$ cat config.mk
export PLATFORM = sky130hd
export DESIGN_NAME = nps_ctrl
export DESIGN_NICKNAME = d
export VERILOG_FILES = /design/src/design/nps_pkg.sv /design/src/design/nps_ctrl.sv
export SDC_FILE = /design/constraint.sdc
export NUM_CORES = 1
export LEC_CHECK = 0
export BUFFER_PORTS_ARGS = -buffer_cell sky130_fd_sc_hd__buf_2
export CAP_MARGIN = 20
export CORE_AREA = 2 2 39 41
export CTS_CLUSTER_DIAMETER = 80
export DETAILED_ROUTE_END_ITERATION = 6
export DIE_AREA = 0 0 41 43
export GPL_TIMING_DRIVEN = 0
export HOLD_SLACK_MARGIN = 0.02
export PLACE_DENSITY = 0.45
export REMOVE_ABC_BUFFERS = 1
export SETUP_SLACK_MARGIN = 0.1
export SLEW_MARGIN = 20
export SYNTH_ARGS = -nofsm -noshare
export SYNTH_HDL_FRONTEND = slang
export SYNTH_SLANG_ARGS = --single-unit
$ cat constraint.sdc
create_clock -name clk -period 2.8 [get_ports clk]
set_clock_uncertainty 0.05 [all_clocks]
set_input_delay 0.14 -clock clk [delete_from_list [all_inputs] [get_ports clk]]
set_output_delay 0.14 -clock clk [all_outputs]
set_load 0.005 [all_outputs]
$ cat src/design/nps_pkg.sv
// shared types and constants for the nearest palette color search block
package nps_pkg;

	localparam int PALETTE_ENTRIES_DEF = 256;
	localparam int DIST_W              = 18;

	localparam logic       REQ_LOAD  = 1'b0;
	localparam logic       REQ_QUERY = 1'b1;
	localparam logic [7:0] ALPHA_OPAQUE = 8'hFF;
	localparam logic [7:0] ALPHA_CLEAR  = 8'h00;
	localparam logic [DIST_W-1:0] DIST_MAX = {DIST_W{1'b1}};

	typedef enum logic [1:0] {
		ST_IDLE,
		ST_SCAN,
		ST_DRAIN
	} state_t;

	typedef struct packed {
		logic ram_write;
		logic capture;
		logic scan_start;
		logic scan_step;
		logic out_pack;
		logic out_query;
	} ctrl_cmd_t;

	typedef struct packed {
		logic scan_last;
		logic pipe_busy;
	} dp_status_t;

endpackage

$ cat src/design/nps_ctrl.sv
// controller: handshakes, scan sequencing and result slot
module nps_ctrl (
	input  logic                clk,
	input  logic                arst_n,
	input  logic                in_valid,
	output logic                in_ready,
	input  logic                req_type,
	output logic                out_valid,
	input  logic                out_ready,
	input  nps_pkg::dp_status_t status,
	output nps_pkg::ctrl_cmd_t  cmd
);
	import nps_pkg::*;

	state_t state_q, state_d;
	logic   out_valid_q;
	logic   out_free;
	logic   accept;

	assign out_free = !out_valid_q || out_ready;
	assign in_ready = (state_q == ST_IDLE) && out_free;
	assign accept   = in_valid && in_ready;

	always_comb begin
		state_d = state_q;
		case (state_q)
			ST_IDLE: begin
				if (accept && (req_type == REQ_QUERY)) begin
					state_d = ST_SCAN;
				end
			end
			ST_SCAN: begin
				if (status.scan_last) begin
					state_d = ST_DRAIN;
				end
			end
			ST_DRAIN: begin
				if (!status.pipe_busy && out_free) begin
					state_d = ST_IDLE;
				end
			end
			default: state_d = ST_IDLE;
		endcase
	end

	always_comb begin
		cmd = '0;
		case (state_q)
			ST_IDLE: begin
				cmd.ram_write  = accept && (req_type == REQ_LOAD);
				cmd.out_pack   = accept && (req_type == REQ_LOAD);
				cmd.capture    = accept && (req_type == REQ_QUERY);
				cmd.scan_start = accept && (req_type == REQ_QUERY);
			end
			ST_SCAN: begin
				cmd.scan_step = 1'b1;
			end
			ST_DRAIN: begin
				cmd.out_query = !status.pipe_busy && out_free;
			end
			default: cmd = '0;
		endcase
	end

	always_ff @(posedge clk or negedge arst_n) begin
		if (!arst_n) begin
			state_q     <= ST_IDLE;
			out_valid_q <= 1'b0;
		end else begin
			state_q <= state_d;
			if (cmd.out_pack || cmd.out_query) begin
				out_valid_q <= 1'b1;
			end else if (out_ready) begin
				out_valid_q <= 1'b0;
			end
		end
	end

	assign out_valid = out_valid_q;

endmodule
==> Yosys cells after proc, flatten, opt, wreduce, memory -nomap -nowiden <==
Index checks and enable logic that the tools add are counted.
{ "word_totals": {"register_bits": 3, "inputBits": 7, "out_inout_bits": 8, "wordCells": 30} }
{ "classes": {"n_eq_ne": 5, "muxes": 10, "n_bitwise": 1, "reduce_logical": 12} }
{ "op_table": {"columns": ["cell", "n"], "rows": [
  ["$mux W2", 3],
  ["$pmux W2 S3", 1],
  ["$logic_and A1 B1 Y1", 5],
  ["$mux W1", 5],
  ["$ne A2 B2 Y1 const B", 2],
  ["$mux W3", 1],
  ["$reduce_and A3 Y1", 1],
  ["$eq A2 B1 Y1 const B", 1],
  ["$eq A2 B2 Y1 const B", 1],
  ["$logic_not A1 Y1", 2],
  ["$logic_not A2 Y1", 1],
  ["$logic_or A1 B1 Y1", 2],
  ["$ne A2 B1 Y1 const B", 1],
  ["$reduce_bool A2 Y1", 1],
  ["$not A1 Y1", 1]
]} }

==> Logic depth before layout (Yosys ltp) <==
{ "depth": {"word_depth": 8, "ltp_mapped": 4, "ltp_nobuf": 3} }

==> Worst setup path before layout <==
No wires, ideal clock.
{ "synth_path": {"path_kind": "reg-to-output", "startpoint": "register out_valid_q (netlist: out_valid)", "endpoint": "output port cmd[5] (netlist name)", "arrival_ns": 1.020, "required_time_ns": 2.610, "slack_ns": 1.590, "stages_incl_launch_ff": 5, "n_path_buf": 1, "path_cell_list": "dfrtp_1 > nor2b_4 > nor3_2 > and3b_1 > buf_4"} }
{ "synth_rtl": {"columns": ["item", "line", "rtl"], "rows": [
  ["start: declaration", "nps_ctrl.sv:16", "logic out_valid_q;"],
  ["start signal: assignment", "nps_ctrl.sv:68", "out_valid_q <= 1'b0;"],
  ["start signal: assignment", "nps_ctrl.sv:72", "out_valid_q <= 1'b1;"],
  ["start signal: assignment", "nps_ctrl.sv:74", "out_valid_q <= 1'b0;"],
  ["end: declaration", "nps_ctrl.sv:11", "output nps_pkg::ctrl_cmd_t cmd"]
]} }

==> key figures <==
Clock network
  • TritonCTS Sinks: 3
  • Reg clk slew, reported paths: 30 ps
  • Clk_lat worst skew: 240 ps
  • CTS resizes: 0
  • CTS tree: built
  • Clk root buf: clkbuf_4
  • CTS Buffer Depth: 2
  • Cts hold-fix bufs: 1
  • CTS buffer count: 3
  • Max H-tree Level: 1
  • Postcts setup bufs: 0

STA
  • Fin. Hold Viols: 0
  • Minimum clock period: 1435 ps
  • Least-Margin Pin Slew: 295.7 ps
  • Setup Viol. Count Final: 0
  • Max-slew headroom: 80.01%
  • Slew Limit Fails: 0
  • RSZ-0062 raised after global routing: false
  • Final hold slack: 93.14 ps
  • Setup TNS Final: 0 ps
  • Period utilization: 51.25%
  • Fmax: 696.9 MHz

Floorplanning
  • Die height: 43 µm
  • Die width: 41 µm
  • Initial core utilization: 14.56%
  • Site Rows: 14
  • Io pins: 15
  • Core area: 0.001384 mm²
  • Die ar.: 0.001763 mm²

Final layout
  • Layout filler cell count: 160
  • Reg area: 75.07 µm²
  • Layout cell share with drive strength beyond 1: 54.05%
  • # nets final: 45
  • Area used by multi-input combinational logic: 107.6 µm²
  • Ant. Diodes: 0
  • Area Overhead vs Synth: 55.28%

Setup path
  • CP cell instances: nor3_2 -> and3_1 -> buf_2
  • Worst path required time: 2610 ps
  • CP max stage cell: dfrtp_1
  • Reg-to-reg startpoint: state_q[1]$_DFFE_PN0P_
  • Reg2reg setup slack: 1720 ps
  • Crit-path max FO: 5
  • Nature of the critical path startpoint: flip-flop
  • Path depth of the worst reg2reg path: 3
  • Reg-to-reg endpoint: out_valid$_DFFE_PN0P_
  • Worst Setup End Kind: primary output
  • CP Class: reg2out
  • CP max stage delay: 420 ps
  • CP arrival: 1240 ps

Hold path
  • Hold path startpoint: status[1]
  • Hold WC Path Type: in2reg
  • Hold EP: state_q[1]$_DFFE_PN0P_
  • Hold path depth: 2

Synth
  • Distinct cells, synth: 15
  • Yosys warns: 0
  • Cells after Synth: 20
  • Register area share after synthesis: 37.27%
  • Synth top cells by count: dfrtp_1 (3), buf_4 (2), nand2b_1 (2), nor2_1 (2)
  • Top-count cell post-synth: dfrtp_1
  • Mapped cell area: 201.4 µm²
  • Synthesized area per cell: 10.07 µm²
  • Largest cells by area after synthesis: dfrtp_1 (37%), buf_4 (7.5%), nor2b_4 (6.8%), nand2b_1 (6.2%), a32o_1 (5.0%)
  • Ys async rst share: 100.0%
  • Yosys reg bits: 3
  • Synth Flop Type: dfrtp_1
  • Area share of the largest cell type after synthesis: 37.27%
  • Area leader, netlist: dfrtp_1
  • Post-synth EDFFs: 0

GRT
  • Largest net degree at the start of global routing: 7
  • Global route overflow: 0
  • All-layer global routing usage: 7.035%
  • Vias in the first global route: 213
  • Initial antenna violation count: 0
  • First-pass GRT wire length: 821 µm

Run status
  • Outcome: complete, no violations

Power
  • Worst VDD drop: 0.3355 mV
  • Pwr Density: 835.8 mW/mm²
  • P_leak: 0.1705 nW

Drt
  • Vias: 215
  • First-pass DRT Iterations: 2
  • DR iter-0 viols: 4
  • Final wirelength: 495 µm
  • DR WL/cell: 9.340 µm
  • Drt drc: 0
  • Final antenna-violating net count: 0
  • DR vias/cell: 4.057

Place
  • I/O Buffers: 14
  • Hpwl dp: 362.1 µm
  • Global placer's final weighted congestion: 0.7360

Flow run
  • Max-cap violations: 0
-- cell type report --
cell class	count	share of cell area, %
well taps	16	6.400
inverters	1	1.200
flip-flops and latches	3	24.00
repair buffers	15	25.60
multi-input cells	14	34.40
clock buffers	4	8.400
-- critical path, delay by kind of cell (launching register included) --
family / cells / cell delay (ps)
buffers and inverters: 1 / 110
AND/OR/NAND/NOR: 2 / 470
flip-flops: 1 / 420
-- sequential cells by signal (all words and copies together) (netlist names) --
name / count
out_valid: 1
state_q: 2
-- layout by cell type, fill, tap and decap left out, types with 2 or more instances in the layout --
cell,Yosys,layout
buf_2,0,14
clkbuf_4,0,3
dfrtp_1,3,3
nand2b_1,2,2
nor2_1,2,2
-- how the worst max path moves through the flow --
stage	depth (start not counted)	to	slack, ps	startpoint
6_report	3	cmd[3]	1370	state_q[1]$_DFFE_PN0P_
5_1_grt	4	cmd[3]	1230	out_valid$_DFFE_PN0P_
4_1_cts	4	cmd[3]	1350	out_valid$_DFFE_PN0P_
3_5_place_dp	3	cmd[3]	1610	state_q[1]$_DFFE_PN0P_
3_3_place_gp	3	cmd[5]	1610	state_q[1]$_DFFE_PN0P_
2_1_floorplan	3	cmd[1]	1690	out_valid$_DFFE_PN0P_
-- per-layer routing --
layer | wire (µm) | global-route usage (%) | vias to the layer above
met5 | 0 | 0 | -
met4 | 0 | 2.000 | 0
met3 | 87 | 6.283 | 0
met2 | 172 | 8.125 | 16
met1 | 235 | 9.355 | 96
li1 | - | - | 103
-- logic make-up after synthesis --
| family | count (synthesis) | synth area share, % |
|---|---|---|
| and+or+nand+nor | 12 | 44.10 |
| DFF | 3 | 37.27 |
| buffers and inverters | 3 | 9.313 |
| AOI/OAI and AO/OA | 2 | 9.318 |
-- where the power goes --
| part | total (mW) | switching, mW | internal [mW] |
|---|---|---|---|
| Clock | 0.0770 | 0.0236 | 0.0535 |
| Combinational | 0.107 | 0.0449 | 0.0618 |
| Sequential | 0.0777 | 0.0182 | 0.0595 |
| Total | 0.261 | 0.0866 | 0.175 |
-- through the flow --
| step | setup slack [ps] | util (%) | cells | total power [mW] | area, µm² |
|---|---|---|---|---|---|
| global placement | 1612 | 19.98 | 48 | 0.1850 | 276.5 |
| CTS | 1352 | 22.60 | 53 | 0.2664 | 312.8 |
| finish | 1365 | 22.60 | 53 | 0.2614 | 312.8 |
| detailed placement | 1608 | 19.98 | 48 | 0.1843 | 276.5 |
| floorplan | 1688 | - | 18 | 0.1373 | 186.4 |
| global route | 1234 | 22.60 | 53 | 0.2870 | 312.8 |
Note: power is estimated with default switching activity, not from simulation.
